<file path="config.mk">
export PLATFORM = sky130hd
export DESIGN_NAME = fmti_queue
export DESIGN_NICKNAME = d
export VERILOG_FILES = /design/src/fmti_pkg.sv /design/src/fmti_queue.sv
export SDC_FILE = /design/constraint.sdc
export NUM_CORES = 1
export LEC_CHECK = 0
export ABC_AREA = 1
export BUFFER_PORTS_ARGS = -buffer_cell sky130_fd_sc_hd__buf_2
export CORE_ASPECT_RATIO = 0.9
export CORE_MARGIN = 2
export CORE_UTILIZATION = 50
export DETAILED_ROUTE_END_ITERATION = 16
export PLACE_DENSITY = 0.77
export SLEW_MARGIN = 10
export SYNTH_ARGS = -nofsm -noshare
export SYNTH_HDL_FRONTEND = slang
export SYNTH_SLANG_ARGS = --single-unit
</file>
<file path="constraint.sdc">
create_clock -name i_clk -period 14.2 [get_ports i_clk]
set_clock_uncertainty 0.1 [all_clocks]
set_input_delay 2.13 -clock i_clk [delete_from_list [all_inputs] [get_ports i_clk]]
set_output_delay 2.13 -clock i_clk [all_outputs]
set_load 0.1 [all_outputs]
</file>
<file path="src/fmti_pkg.sv">
// ----------------------------------------------------------------------------
// fmti_pkg
// Shared types, sizes, codes and helpers for the trilinear field-map block.
// ----------------------------------------------------------------------------
package fmti_pkg;

    localparam int unsigned GRID_X = 32;
    localparam int unsigned GRID_Y = 32;
    localparam int unsigned GRID_Z = 32;
    localparam int unsigned CELLS  = GRID_X * GRID_Y * GRID_Z;
    localparam int unsigned ADDR_W = $clog2(CELLS);
    localparam int unsigned GRID_MAX = (GRID_X > GRID_Y) ?
        ((GRID_X > GRID_Z) ? GRID_X : GRID_Z) : ((GRID_Y > GRID_Z) ? GRID_Y : GRID_Z);
    localparam int unsigned IDX_W  = $clog2(GRID_MAX);
    localparam int unsigned QDEPTH = 2;
    localparam int unsigned VEC_W  = 96;

    localparam logic OP_QUERY = 1'b0;
    localparam logic OP_LOAD  = 1'b1;

    localparam logic [2:0] CFG_ORIGIN_X = 3'd0;
    localparam logic [2:0] CFG_ORIGIN_Y = 3'd1;
    localparam logic [2:0] CFG_ORIGIN_Z = 3'd2;
    localparam logic [2:0] CFG_INV_X    = 3'd3;
    localparam logic [2:0] CFG_INV_Y    = 3'd4;
    localparam logic [2:0] CFG_INV_Z    = 3'd5;

    typedef struct packed {
        logic               opcode;
        logic signed [31:0] pos_x;
        logic signed [31:0] pos_y;
        logic signed [31:0] pos_z;
        logic        [4:0]  cell_i;
        logic        [4:0]  cell_j;
        logic        [4:0]  cell_k;
        logic signed [31:0] load_bx;
        logic signed [31:0] load_by;
        logic signed [31:0] load_bz;
    } t_in_word;

    typedef struct packed {
        logic signed [31:0] field_x;
        logic signed [31:0] field_y;
        logic signed [31:0] field_z;
        logic               outside;
    } t_out_word;

    typedef struct packed {
        logic signed [31:0] x;
        logic signed [31:0] y;
        logic signed [31:0] z;
    } t_vec3;

    // One classified word handed from the front to the back.
    typedef struct packed {
        logic                       op;
        logic                       ldok;
        logic [ADDR_W-1:0]          addr;
        t_vec3                      data;
        logic                       outside;
        logic [2:0][IDX_W-1:0]      lo;
        logic [2:0][IDX_W-1:0]      hi;
        logic [2:0][15:0]           d;
    } t_qent;

    function automatic logic [31:0] grid_n(input logic [1:0] ax);
        logic [31:0] n;
        case (ax)
            2'd0:    n = GRID_X;
            2'd1:    n = GRID_Y;
            default: n = GRID_Z;
        endcase
        return n;
    endfunction

    function automatic logic [ADDR_W-1:0] cell_addr(input logic [31:0] i,
                                                    input logic [31:0] j,
                                                    input logic [31:0] k);
        logic [31:0] t;
        t = (i * GRID_Y + j) * GRID_Z + k;
        return t[ADDR_W-1:0];
    endfunction

endpackage

</file>
<file path="src/fmti_queue.sv">
// ----------------------------------------------------------------------------
// fmti_queue
// Short register queue between the classifying front and the executing back.
// ----------------------------------------------------------------------------
module fmti_queue (
    input  logic           i_clk,
    input  logic           i_rst_n,
    input  logic           i_push,
    input  fmti_pkg::t_qent i_ent,
    output logic           o_full,
    output logic           o_valid,
    output fmti_pkg::t_qent o_ent,
    input  logic           i_pop
);

    localparam int unsigned PW = (fmti_pkg::QDEPTH > 1) ? $clog2(fmti_pkg::QDEPTH) : 1;

    fmti_pkg::t_qent r_buf [fmti_pkg::QDEPTH];
    logic [PW-1:0]   r_wr;
    logic [PW-1:0]   r_rd;
    logic [PW:0]     r_cnt;

    function automatic logic [PW-1:0] ptr_inc(input logic [PW-1:0] p);
        return (p == PW'(fmti_pkg::QDEPTH - 1)) ? '0 : p + 1'b1;
    endfunction

    assign o_full  = (r_cnt == (PW+1)'(fmti_pkg::QDEPTH));
    assign o_valid = (r_cnt != '0);
    assign o_ent   = r_buf[r_rd];

    always_ff @(posedge i_clk) begin
        if (!i_rst_n) begin
            r_wr  <= '0;
            r_rd  <= '0;
            r_cnt <= '0;
        end else begin
            if (i_push && !o_full) begin
                r_buf[r_wr] <= i_ent;
                r_wr        <= ptr_inc(r_wr);
            end
            if (i_pop && o_valid) begin
                r_rd <= ptr_inc(r_rd);
            end
            r_cnt <= r_cnt + (PW+1)'(i_push && !o_full) - (PW+1)'(i_pop && o_valid);
        end
    end

endmodule

</file>
==> summary.md <==
| Metric | Value |
|---|---|
| CP Launch Type | `flip-flop` |
| Vias/cell | `roughly 5.1` |
| Relative slew slack | `0.308` |
| Area of the multi-input gates | `approximately 2300 µm²` |
| H-tree Lvls | `2` |
| CTS tree | `done` |
| Post-Syn Nets | `approximately 840` |
| Worst vdd ir | `between 150 and 200 µV` |
| Final Hold Vio Count | `0` |
| Static leakage | `6.55 nW` |
| Final wirelength | `slightly below 30000 µm` |
| Largest delay share family, worst path | `buffers and inverters` |
| RSZ-0062 raised after global routing | `false` |
| Max cap viols | `0` |
| Syn Inst Count | `between 600 and 700` |
| Fillers | `1933` |
| First-pass GRT wire length | `42100 µm` |
| Number of global-route vias before repair | `7728` |
| Worst path bufs/invs | `2` |
| Finished Core Util | `0.632` |
| Dpl cell area | `approximately 16000 µm²` |
| Fmax | `~0.18 GHz` |
| Final instance area | `approximately 18000 µm²` |
| CP Class | `flip-flop to primary output` |
| GP Congestion | `0.771` |
| Top sig layer | `met5` |
| Tightest Pin Transition | `1.04 ns` |
| Cell-internal power | `2.22 mW` |
| Metal2 WL | `14400 µm` |
| CTS Buffer Depth | `3` |
| Clk sinks | `389` |
| Comb pwr share | `0.384` |
| Largest net degree at the start of global routing | `about 120` |
| Clk_lat worst skew | `around 0.51 ns` |
| CTS Buf Count | `40` |
| Share of power burned in the clock network | `0.251` |
| DR WL met3 | `roughly 2900 µm` |
| Vias | `about 7400` |
| Total GRT Usage | `0.186` |
| Final period util | `0.386` |
| Final setup TNS | `0 ns` |
| DRT iter0 DRCs | `396` |
| Critical path's slowest cell | `dfxtp_4` |
| Req. time, crit path | `approximately 12 ns` |
| Largest stage delay on the critical path | `just under 1 ns` |
| Share of cells above drive strength 1 | `0.598` |
| I/O pin cnt | `390` |
| Worst EP arrival | `roughly 3.3 ns` |
| Die width | `182 µm` |
| Initial core utilization | `0.507` |
| Syn avg cell area | `22.3 µm²` |
| Drt pass-1 iters | `4` |
| Sequential Power Share | `0.366` |
| Clk pin slew, worst setup/hold paths | `about 0.060 ns` |
| Sw Ratio | `0.432` |
| FF/Latch Area | `approximately 12000 µm²` |
| CP Capture Type | `primary output` |
| Mapped Area | `14200 µm²` |
| Power Dens Cells | `221 nW/µm²` |
| DR WL/cell | `between 15 and 20 µm` |
| Pins Over Slew Limit | `0` |
| DIE AREA | `~30000 µm²` |
| Metal1 wirelength | `~11000 µm` |
| Final net count | `between 1000 and 1500` |
| Grt total ovfl | `0` |
| Post-synthesis sequential area ratio | `0.820` |
| DR DRC count | `0` |
| Outcome | `complete, no violations` |
| Number of synthesis warnings | `0` |
| P&R area growth vs syn | `24.6%` |
| Die extent in y | `164 µm` |
| Number of port buffers | `about 390` |
| CTS Hold Bufs | `0` |
| Core footprint | `between 20000 and 30000 µm²` |
| Min Tclk post-route | `approximately 5.5 ns` |
| CTS root buf | `clkbuf_16` |
| Sw Pwr | `around 1.7 mW` |
| Yosys cell types | `12` |
| Hold WC Path Type | `flip-flop to flip-flop` |
| #FFs+latches synth | `between 300 and 400` |
| Final setup vio count | `0` |
| Setup Fix Bufs, Post-CTS | `0` |
| Crit-path cells | `buf_4 -> mux2_2 -> buf_2` |
| Initial antenna violation count | `11` |
| CTS resizes | `0` |
| DP Wirelength | `~19000 µm` |
| Overall power | `3.90 mW` |
| Peak fanout along the critical path | `76` |
| Num rows | `58` |
| Number of routed nets with antenna violations | `0` |
==> tightest hold or removal path, stage by stage, from the launching register on <==
cell	delay [ns]
dfxtp_1	0.33
nor2_1	0.06
nor2_1	0.08
==> cell usage in the layout, fill, tap and decap left out, drive strengths merged <==
cell type / n
dfxtp: 5
nand3: 2
a21oi: 1
ha: 2
buf: 395
clkinvlp: 1
clkinv: 17
nor2: 10
inv: 12
nand2: 8
diode: 3
bufinv: 2
o21ai: 2
clkbuf: 51
edfxtp: 384
mux2: 192
==> per-stage QoR <==
stage          hold WS (ns)  setup WS, ns  instances
3_3_place_gp          0.380          9.20       1371
5_1_grt               0.470          8.51       1447
4_1_cts               0.405          8.66       1444
6_report              0.405          8.71       1447
3_5_place_dp          0.391          9.21       1371
2_1_floorplan         0.367          3.15        637
==> worst paths after layout <==
path                  startpoint                endpoint  slack, ns  cells after the start
max                    flip-flop               o_ent[64]       8.71                      3
min            r_rd$_SDFFE_PN0P_       r_rd$_SDFFE_PN0P_       0.40                      2
max reg2reg  r_cnt[0]$_SDFF_PN0_  r_buf[1][99]$_DFFE_PP_      11.19                      4
min reg2reg    r_rd$_SDFFE_PN0P_       r_rd$_SDFFE_PN0P_       0.40                      2
==> power by group through the flow <==
stage	clock network, mW	logic [mW]	registers (mW)
floorplan	0	1.33	1.44
global placement	0	1.50	1.45
detailed placement	0	1.50	1.45
CTS	1.00	1.50	1.43
global route	1.05	1.54	1.44
finish	0.979	1.50	1.43
==> state kept, by name (all words and copies together) (netlist names), named ones only <==
name,cells
r_cnt,2
r_rd,1
r_wr,1
r_buf,384
==> cell usage after synthesis <==
cell | number | area share
edfxtp_1 | 384 | 0.81
nor2_1 | 10 | 0.0026
buf_6 | 20 | 0.016
o21ai_0 | 2 | 0.00071
buf_2 | 1 | 0.00035
ha_1 | 2 | 0.0018
nand2_1 | 8 | 0.0021
mux2_2 | 192 | 0.15
inv_1 | 10 | 0.0026
dfxtp_1 | 5 | 0.0071
a21oi_1 | 1 | 0.00035
nand3_1 | 2 | 0.00071
==> final cells by class <==
| class | instances | share of cell area |
|---|---|---|
| inverter | 10 | 0.00255 |
| timing repair buffer | 395 | 0.113 |
| tap | 360 | 0.0255 |
| sequential | 389 | 0.659 |
| clock inverter | 22 | 0.00964 |
| antenna | 3 | 0.000425 |
| clock buffer | 51 | 0.0608 |
| multi-input combinational | 217 | 0.130 |
==> kinds of logic after synthesis <==
family                     Yosys count  share of synthesized area
muxes                              192                      0.152
adders and majority gates            2                    0.00176
AOI/OAI and AO/OA                    3                    0.00106
and+or+nand+nor                     20                    0.00547
buffers and inverters               31                     0.0189
DFF                                389                      0.820
==> per-layer routing <==
layer	vias to the layer above	GRT usage
met2	344	0.321
met5	-	0
met1	3585	0.208
li1	3366	-
met4	14	0.0724
met3	80	0.0761
Power figures use the tool's default switching activity.
