--- config.mk ---
export PLATFORM = sky130hd
export DESIGN_NAME = fmti_front
export DESIGN_NICKNAME = d
export VERILOG_FILES = /design/src/fmti_pkg.sv /design/src/fmti_front.sv
export SDC_FILE = /design/constraint.sdc
export NUM_CORES = 2
export LEC_CHECK = 0
export ABC_AREA = 1
export BUFFER_PORTS_ARGS = -buffer_cell sky130_fd_sc_hd__buf_2
export CAP_MARGIN = 5
export CORE_MARGIN = 2
export CORE_UTILIZATION = 45
export DETAILED_ROUTE_END_ITERATION = 6
export HOLD_SLACK_MARGIN = 0.06
export PLACE_DENSITY_LB_ADDON = 0.15
export SLEW_MARGIN = 30
export SYNTH_ARGS = -nofsm -noshare
export SYNTH_HDL_FRONTEND = slang
export SYNTH_SLANG_ARGS = --single-unit
--- constraint.sdc ---
create_clock -name i_clk -period 11.5 [get_ports i_clk]
set_input_delay 1.15 -clock i_clk [delete_from_list [all_inputs] [get_ports i_clk]]
set_output_delay 1.15 -clock i_clk [all_outputs]
set_load 0.02 [all_outputs]
--- src/fmti_pkg.sv ---
// ----------------------------------------------------------------------------
// fmti_pkg
// Shared types, sizes, codes and helpers for the trilinear field-map block.
// ----------------------------------------------------------------------------
package fmti_pkg;

    localparam int unsigned GRID_X = 32;
    localparam int unsigned GRID_Y = 32;
    localparam int unsigned GRID_Z = 32;
    localparam int unsigned CELLS  = GRID_X * GRID_Y * GRID_Z;
    localparam int unsigned ADDR_W = $clog2(CELLS);
    localparam int unsigned GRID_MAX = (GRID_X > GRID_Y) ?
        ((GRID_X > GRID_Z) ? GRID_X : GRID_Z) : ((GRID_Y > GRID_Z) ? GRID_Y : GRID_Z);
    localparam int unsigned IDX_W  = $clog2(GRID_MAX);
    localparam int unsigned QDEPTH = 2;
    localparam int unsigned VEC_W  = 96;

    localparam logic OP_QUERY = 1'b0;
    localparam logic OP_LOAD  = 1'b1;

    localparam logic [2:0] CFG_ORIGIN_X = 3'd0;
    localparam logic [2:0] CFG_ORIGIN_Y = 3'd1;
    localparam logic [2:0] CFG_ORIGIN_Z = 3'd2;
    localparam logic [2:0] CFG_INV_X    = 3'd3;
    localparam logic [2:0] CFG_INV_Y    = 3'd4;
    localparam logic [2:0] CFG_INV_Z    = 3'd5;

    typedef struct packed {
        logic               opcode;
        logic signed [31:0] pos_x;
        logic signed [31:0] pos_y;
        logic signed [31:0] pos_z;
        logic        [4:0]  cell_i;
        logic        [4:0]  cell_j;
        logic        [4:0]  cell_k;
        logic signed [31:0] load_bx;
        logic signed [31:0] load_by;
        logic signed [31:0] load_bz;
    } t_in_word;

    typedef struct packed {
        logic signed [31:0] field_x;
        logic signed [31:0] field_y;
        logic signed [31:0] field_z;
        logic               outside;
    } t_out_word;

    typedef struct packed {
        logic signed [31:0] x;
        logic signed [31:0] y;
        logic signed [31:0] z;
    } t_vec3;

    // One classified word handed from the front to the back.
    typedef struct packed {
        logic                       op;
        logic                       ldok;
        logic [ADDR_W-1:0]          addr;
        t_vec3                      data;
        logic                       outside;
        logic [2:0][IDX_W-1:0]      lo;
        logic [2:0][IDX_W-1:0]      hi;
        logic [2:0][15:0]           d;
    } t_qent;

    function automatic logic [31:0] grid_n(input logic [1:0] ax);
        logic [31:0] n;
        case (ax)
            2'd0:    n = GRID_X;
            2'd1:    n = GRID_Y;
            default: n = GRID_Z;
        endcase
        return n;
    endfunction

    function automatic logic [ADDR_W-1:0] cell_addr(input logic [31:0] i,
                                                    input logic [31:0] j,
                                                    input logic [31:0] k);
        logic [31:0] t;
        t = (i * GRID_Y + j) * GRID_Z + k;
        return t[ADDR_W-1:0];
    endfunction

endpackage

--- src/fmti_front.sv ---
// ----------------------------------------------------------------------------
// fmti_front
// Holds the configuration, accepts words and locates query positions.
// ----------------------------------------------------------------------------
module fmti_front (
    input  logic                i_clk,
    input  logic                i_rst_n,
    input  logic                i_cfg_we,
    input  logic [2:0]          i_cfg_idx,
    input  logic [31:0]         i_cfg_data,
    input  logic                i_in_valid,
    output logic                o_in_ready,
    input  fmti_pkg::t_in_word  i_in_word,
    input  logic                i_clearing,
    output logic                o_push,
    output fmti_pkg::t_qent     o_ent,
    input  logic                i_full
);

    typedef enum logic [2:0] {F_IDLE, F_DIFF, F_MUL, F_LOC, F_PUSH} t_fstate;

    t_fstate                    r_state;
    fmti_pkg::t_in_word         r_item;
    fmti_pkg::t_qent            r_ent;
    logic signed [31:0]         r_origin [3];
    logic        [31:0]         r_inv [3];
    logic signed [32:0]         r_diff [3];
    logic        [63:0]         r_p;
    logic                       r_neg;
    logic        [1:0]          r_ax;

    logic        [31:0]             bin;
    logic        [31:0]             n;
    logic                           off;
    logic                           f15;
    logic [fmti_pkg::IDX_W-1:0]     lo;
    logic [fmti_pkg::IDX_W-1:0]     hi;
    logic [15:0]                    d;
    logic                           ldok;

    assign o_in_ready = (r_state == F_IDLE) && !i_clearing;
    assign o_push     = (r_state == F_PUSH);
    assign o_ent      = r_ent;

    assign ldok = ({27'b0, i_in_word.cell_i} < fmti_pkg::GRID_X)
               && ({27'b0, i_in_word.cell_j} < fmti_pkg::GRID_Y)
               && ({27'b0, i_in_word.cell_k} < fmti_pkg::GRID_Z);

    // Bin and half-bin selection from the Q32 coordinate.
    always_comb begin
        bin = r_p[63:32];
        n   = fmti_pkg::grid_n(r_ax);
        off = r_neg || (bin >= n);
        f15 = r_p[31];
        if (!f15 && (bin == '0)) begin
            lo = '0;
            hi = '0;
            d  = '0;
        end else if (f15 && (bin == n - 1)) begin
            lo = fmti_pkg::IDX_W'(n - 1);
            hi = fmti_pkg::IDX_W'(n - 1);
            d  = '0;
        end else begin
            lo = f15 ? bin[fmti_pkg::IDX_W-1:0] : bin[fmti_pkg::IDX_W-1:0] - 1'b1;
            hi = lo + 1'b1;
            d  = {~f15, r_p[30:16]};
        end
    end

    always_ff @(posedge i_clk) begin
        if (!i_rst_n) begin
            r_state <= F_IDLE;
            r_ax    <= '0;
            for (int a = 0; a < 3; a++) begin
                r_origin[a] <= '0;
                r_inv[a]    <= 32'd65536;
            end
        end else begin
            if (i_cfg_we) begin
                case (i_cfg_idx)
                    fmti_pkg::CFG_ORIGIN_X: r_origin[0] <= i_cfg_data;
                    fmti_pkg::CFG_ORIGIN_Y: r_origin[1] <= i_cfg_data;
                    fmti_pkg::CFG_ORIGIN_Z: r_origin[2] <= i_cfg_data;
                    fmti_pkg::CFG_INV_X:    r_inv[0]    <= i_cfg_data;
                    fmti_pkg::CFG_INV_Y:    r_inv[1]    <= i_cfg_data;
                    fmti_pkg::CFG_INV_Z:    r_inv[2]    <= i_cfg_data;
                    default: ;
                endcase
            end
            case (r_state)
                F_IDLE: begin
                    if (i_in_valid && o_in_ready) begin
                        r_item        <= i_in_word;
                        r_ent.op      <= i_in_word.opcode;
                        r_ent.ldok    <= ldok;
                        r_ent.addr    <= fmti_pkg::cell_addr({27'b0, i_in_word.cell_i},
                                                             {27'b0, i_in_word.cell_j},
                                                             {27'b0, i_in_word.cell_k});
                        r_ent.data    <= {i_in_word.load_bx, i_in_word.load_by,
                                          i_in_word.load_bz};
                        r_ent.outside <= 1'b0;
                        r_state <= (i_in_word.opcode == fmti_pkg::OP_LOAD) ? F_PUSH : F_DIFF;
                    end
                end
                F_DIFF: begin
                    r_diff[0] <= {r_item.pos_x[31], r_item.pos_x}
                               - {r_origin[0][31], r_origin[0]};
                    r_diff[1] <= {r_item.pos_y[31], r_item.pos_y}
                               - {r_origin[1][31], r_origin[1]};
                    r_diff[2] <= {r_item.pos_z[31], r_item.pos_z}
                               - {r_origin[2][31], r_origin[2]};
                    r_ax    <= '0;
                    r_state <= F_MUL;
                end
                F_MUL: begin
                    // A zero inverse width makes the product zero, which is cell 0.
                    r_p     <= r_diff[r_ax][31:0] * r_inv[r_ax];
                    r_neg   <= r_diff[r_ax][32] && (r_inv[r_ax] != '0);
                    r_state <= F_LOC;
                end
                F_LOC: begin
                    if (off) begin
                        r_ent.outside <= 1'b1;
                        r_state       <= F_PUSH;
                    end else begin
                        r_ent.lo[r_ax] <= lo;
                        r_ent.hi[r_ax] <= hi;
                        r_ent.d[r_ax]  <= d;
                        if (r_ax == 2'd2) begin
                            r_state <= F_PUSH;
                        end else begin
                            r_ax    <= r_ax + 1'b1;
                            r_state <= F_MUL;
                        end
                    end
                end
                F_PUSH: begin
                    if (!i_full) begin
                        r_state <= F_IDLE;
                    end
                end
                default: r_state <= F_IDLE;
            endcase
        end
    end

endmodule

==> results.tsv <==
stage	metric	value	unit
run_status	outcome	finished, final reports clean	
sta	Slew @ Worst Pin	1.07	ns
worst_setup_path	CP endpoint kind	flip-flop	
sta	relative slew slack	27.9	%
routing	DR WL met3	14800	um
clock_tree	Clock Pin Slew Worst Setup and Hold Paths	0.06	ns
placement	Placer Congestion	0.978	
clock_tree	H-tree lvl count	3	
clock_tree	CTS tree	built	
clock_tree	root buf cell	clkbuf_16	
floorplan	I/O pins	443	
synthesis	sequential element share of the synthesized area	31.2	%
sta	fmax	0.103	GHz
placement	DP Wirelength	154000	um
global_routing	gr usage total	28.5	%
sta	Final Hold Fails	0	
floorplan	die span in y	372	um
layout	commonest non-fill, non-tap cell in the layout	inv_1	
global_routing	first-pass GRT wire length	290000	um
layout	area grow syn2layout	10.9	%
routing	met2 WL	91600	um
sta	Clock Skews	0.0533	ns
layout	n_diodes	0	
clock_tree	post-CTS sizing	0	
synthesis	syn nets	7786	
routing	Max Used Layer	met5	
synthesis	Synth warnings	0	
sta	Final setup viols	0	
clock_tree	TritonCTS Buffers	72	
placement	PortBufs	441	
global_routing	vias in the first global route	47300	
sta	setup TNS	0	ns
clock_tree	Clk Latency, worst-skew pair	0.70	ns
layout	fin nets	8196	
floorplan	Starting Density	45.4	%
layout	area occupied by multi-input gates	35800	um2
sta	unrepaired setup endpoints after global routing	false	
routing	final wirelength	193000	um
worst_setup_path	Setup CP Type	reg -> reg	
synthesis	distinct cell type count after synthesis	56	
synthesis	EDFF count, synth	627	
floorplan	row count	134	
synthesis	main flop type after synthesis	edfxtp_1	
clock_tree	CTS Hold Bufs	0	
synthesis	top post-synthesis cells by area	edfxtp_1, fa_1, inv_1, ha_1, nor2_1	
clock_tree	Post CTS Setup Buffer Count	0	
routing	Pre-Repair DR Iteration Count	5	
worst_hold_path	Hold WC Path Type	reg -> reg	
sta	Tcrit/Tclk final	84.8	%
routing	Antenna Nets Post-Route	0	
floorplan	DIE AREA	138000	um2
layout	commonest cells after routing, fill and taps aside	inv_1, nor2_1, nand2_1	
synthesis	Yosys top cell by area	edfxtp_1	
flow_run	MaxCap Viol Count	0	
sta	crit path time final	9.75	ns
synthesis	area of the mapped netlist	60800	um2
routing	via count	44800	
routing	WL met1	75700	um
routing	DRC Markers	0	
synthesis	Async SR Flop Fraction	0	%
global_routing	largest net degree at the start of global routing	129	
synthesis	Mapped Avg Cell Area	9.69	um2
layout	share of layout cells above drive strength 1	11.8	%
routing	via/cell ratio	5.27	
layout	register area	19000	um2
floorplan	core area	134000	um2
routing	wire length per cell	22.7	um
synthesis	post-synth top area share	31.0	%
sta	Final Max Tran Viols	0	
global_routing	initial antenna violation count	3	
global_routing	total grt overflow	0	
worst_setup_path	CP startpoint kind	flip-flop	
worst_setup_path	critical path fanouts, max	47	
floorplan	Die Span X	372	um
worst_setup_path	Worst EP arrival	10.17	ns
synthesis	Post-Synthesis Cells	6277	
layout	# fillers	12500	
routing	Starting DRT DRC Count	3442	
worst_setup_path	Critical Path RT	11.92	ns
clock_tree	Num Clock Sinks	634	
synthesis	Seq cells post-synth	634	
clock_tree	clock tree buffer depth	3	
## Yosys cell counts, types with 3 or more instances
master / count
inv_1: 1363
nor2_1: 950
nand2_1: 909
fa_1: 898
edfxtp_1: 627
ha_1: 362
a21oi_1: 184
buf_2: 121
o21ai_0: 120
xor2_1: 102
nand3_1: 82
o211ai_1: 56
clkbuf_1: 55
or2_2: 42
a21o_1: 36
o21bai_1: 35
o21ai_2: 34
nor3_1: 29
nand4_1: 26
inv_2: 18
o21a_1: 18
xnor2_1: 18
a31oi_1: 16
a21boi_0: 14
nand2_2: 13
o211ai_2: 13
o21ai_1: 12
or2_0: 12
or2_1: 12
nor4_1: 11
clkinv_1: 9
a221oi_1: 8
buf_6: 8
o2111ai_1: 8
buf_4: 7
dfxtp_1: 7
nand3_2: 6
a211oi_1: 4
a21boi_1: 4
buf_1: 4
nand3b_1: 4
a21oi_2: 3
nand2_4: 3
## worst max-delay path, stage by stage (launching register included)
cell	delay [ns]
dfxtp_1	0.32
inv_4	0.46
buf_4	0.56
o211ai_1	0.20
o21ai_2	0.37
inv_1	0.73
nor2_1	0.33
fa_1	0.48
fa_1	0.49
fa_1	0.51
inv_1	0.05
fa_1	0.47
inv_1	0.05
fa_1	0.49
fa_1	0.47
fa_1	0.53
fa_1	0.41
ha_1	0.37
a21oi_1	0.24
a21boi_0	0.58
o21ai_0	0.44
a21oi_1	0.22
nand2_1	0.25
nand3_1	0.14
nand2_1	0.08
xor2_1	0.14
## metal layers
| metal | GRT usage [%] | vias up |
|---|---|---|
| li1 | - | 20100 |
| met1 | 35.6 | 22300 |
| met2 | 47.6 | 1954 |
| met3 | 5.36 | 422 |
| met4 | 13.5 | 4 |
| met5 | 0 | - |
## stage by stage
| step | worst slack, ns | instances | cell area, um2 | utilization, % | hold slack [ns] |
|---|---|---|---|---|---|
| floorplan | 0.480 | 6277 | 60800 | - | 0.470 |
| global placement | 1.41 | 8381 | 65100 | 48.6 | 0.560 |
| detailed placement | 1.89 | 8381 | 65100 | 48.6 | 0.573 |
| CTS | 1.87 | 8512 | 67500 | 50.4 | 0.580 |
| global route | 1.43 | 8512 | 67500 | 50.4 | 0.592 |
| finish | 1.75 | 8512 | 67500 | 50.4 | 0.589 |
## kinds of logic (layout without fill, tap and decap cells)
logic type | Yosys count | count (layout) | synth area share (%)
other | 1 | 1 | 0.00617
buffers and inverters | 1585 | 2052 | 10.2
AOI/OAI and AO/OA | 574 | 574 | 6.01
xor gates and xnor gates | 120 | 120 | 1.73
DFF | 634 | 634 | 31.2
adders and majority gates | 1260 | 1260 | 37.0
and+or+nand+nor | 2103 | 2103 | 13.9
## flip-flops by register name, summed over array words and instances (netlist names), named ones only
| name | count |
|---|---|
| r_ax | 2 |
| o_ent | 191 |
| r_state | 3 |
| r_origin | 96 |
| r_p | 48 |
| r_item | 96 |
| r_inv | 96 |
| r_diff | 99 |
| r_neg | 1 |
## worst paths after layout
check | from | end | slack, ns | cells after the start
min | r_ax[1]$_SDFFE_PN0P_ | r_ax[1]$_SDFFE_PN0P_ | 0.59 | 2
max reg2reg | flip-flop | r_p[56]$_DFFE_PP_ | 1.75 | 25
min reg2reg | r_ax[1]$_SDFFE_PN0P_ | r_ax[1]$_SDFFE_PN0P_ | 0.59 | 2
max | flip-flop | r_p[56]$_DFFE_PP_ | 1.75 | 25
## cell type report
type | count | share of cell area, %
Inverter | 1390 | 7.74
Clock inverter | 45 | 0.775
Multi-Input combinational cell | 4058 | 53.0
Sequential cell | 634 | 28.1
Clock buffer | 86 | 2.75
Tap cell | 1768 | 3.28
Timing Repair Buffer | 531 | 4.29
Power is not shown: default switching activity piles up to over one toggle a cycle in this logic, so the estimate is an artifact.
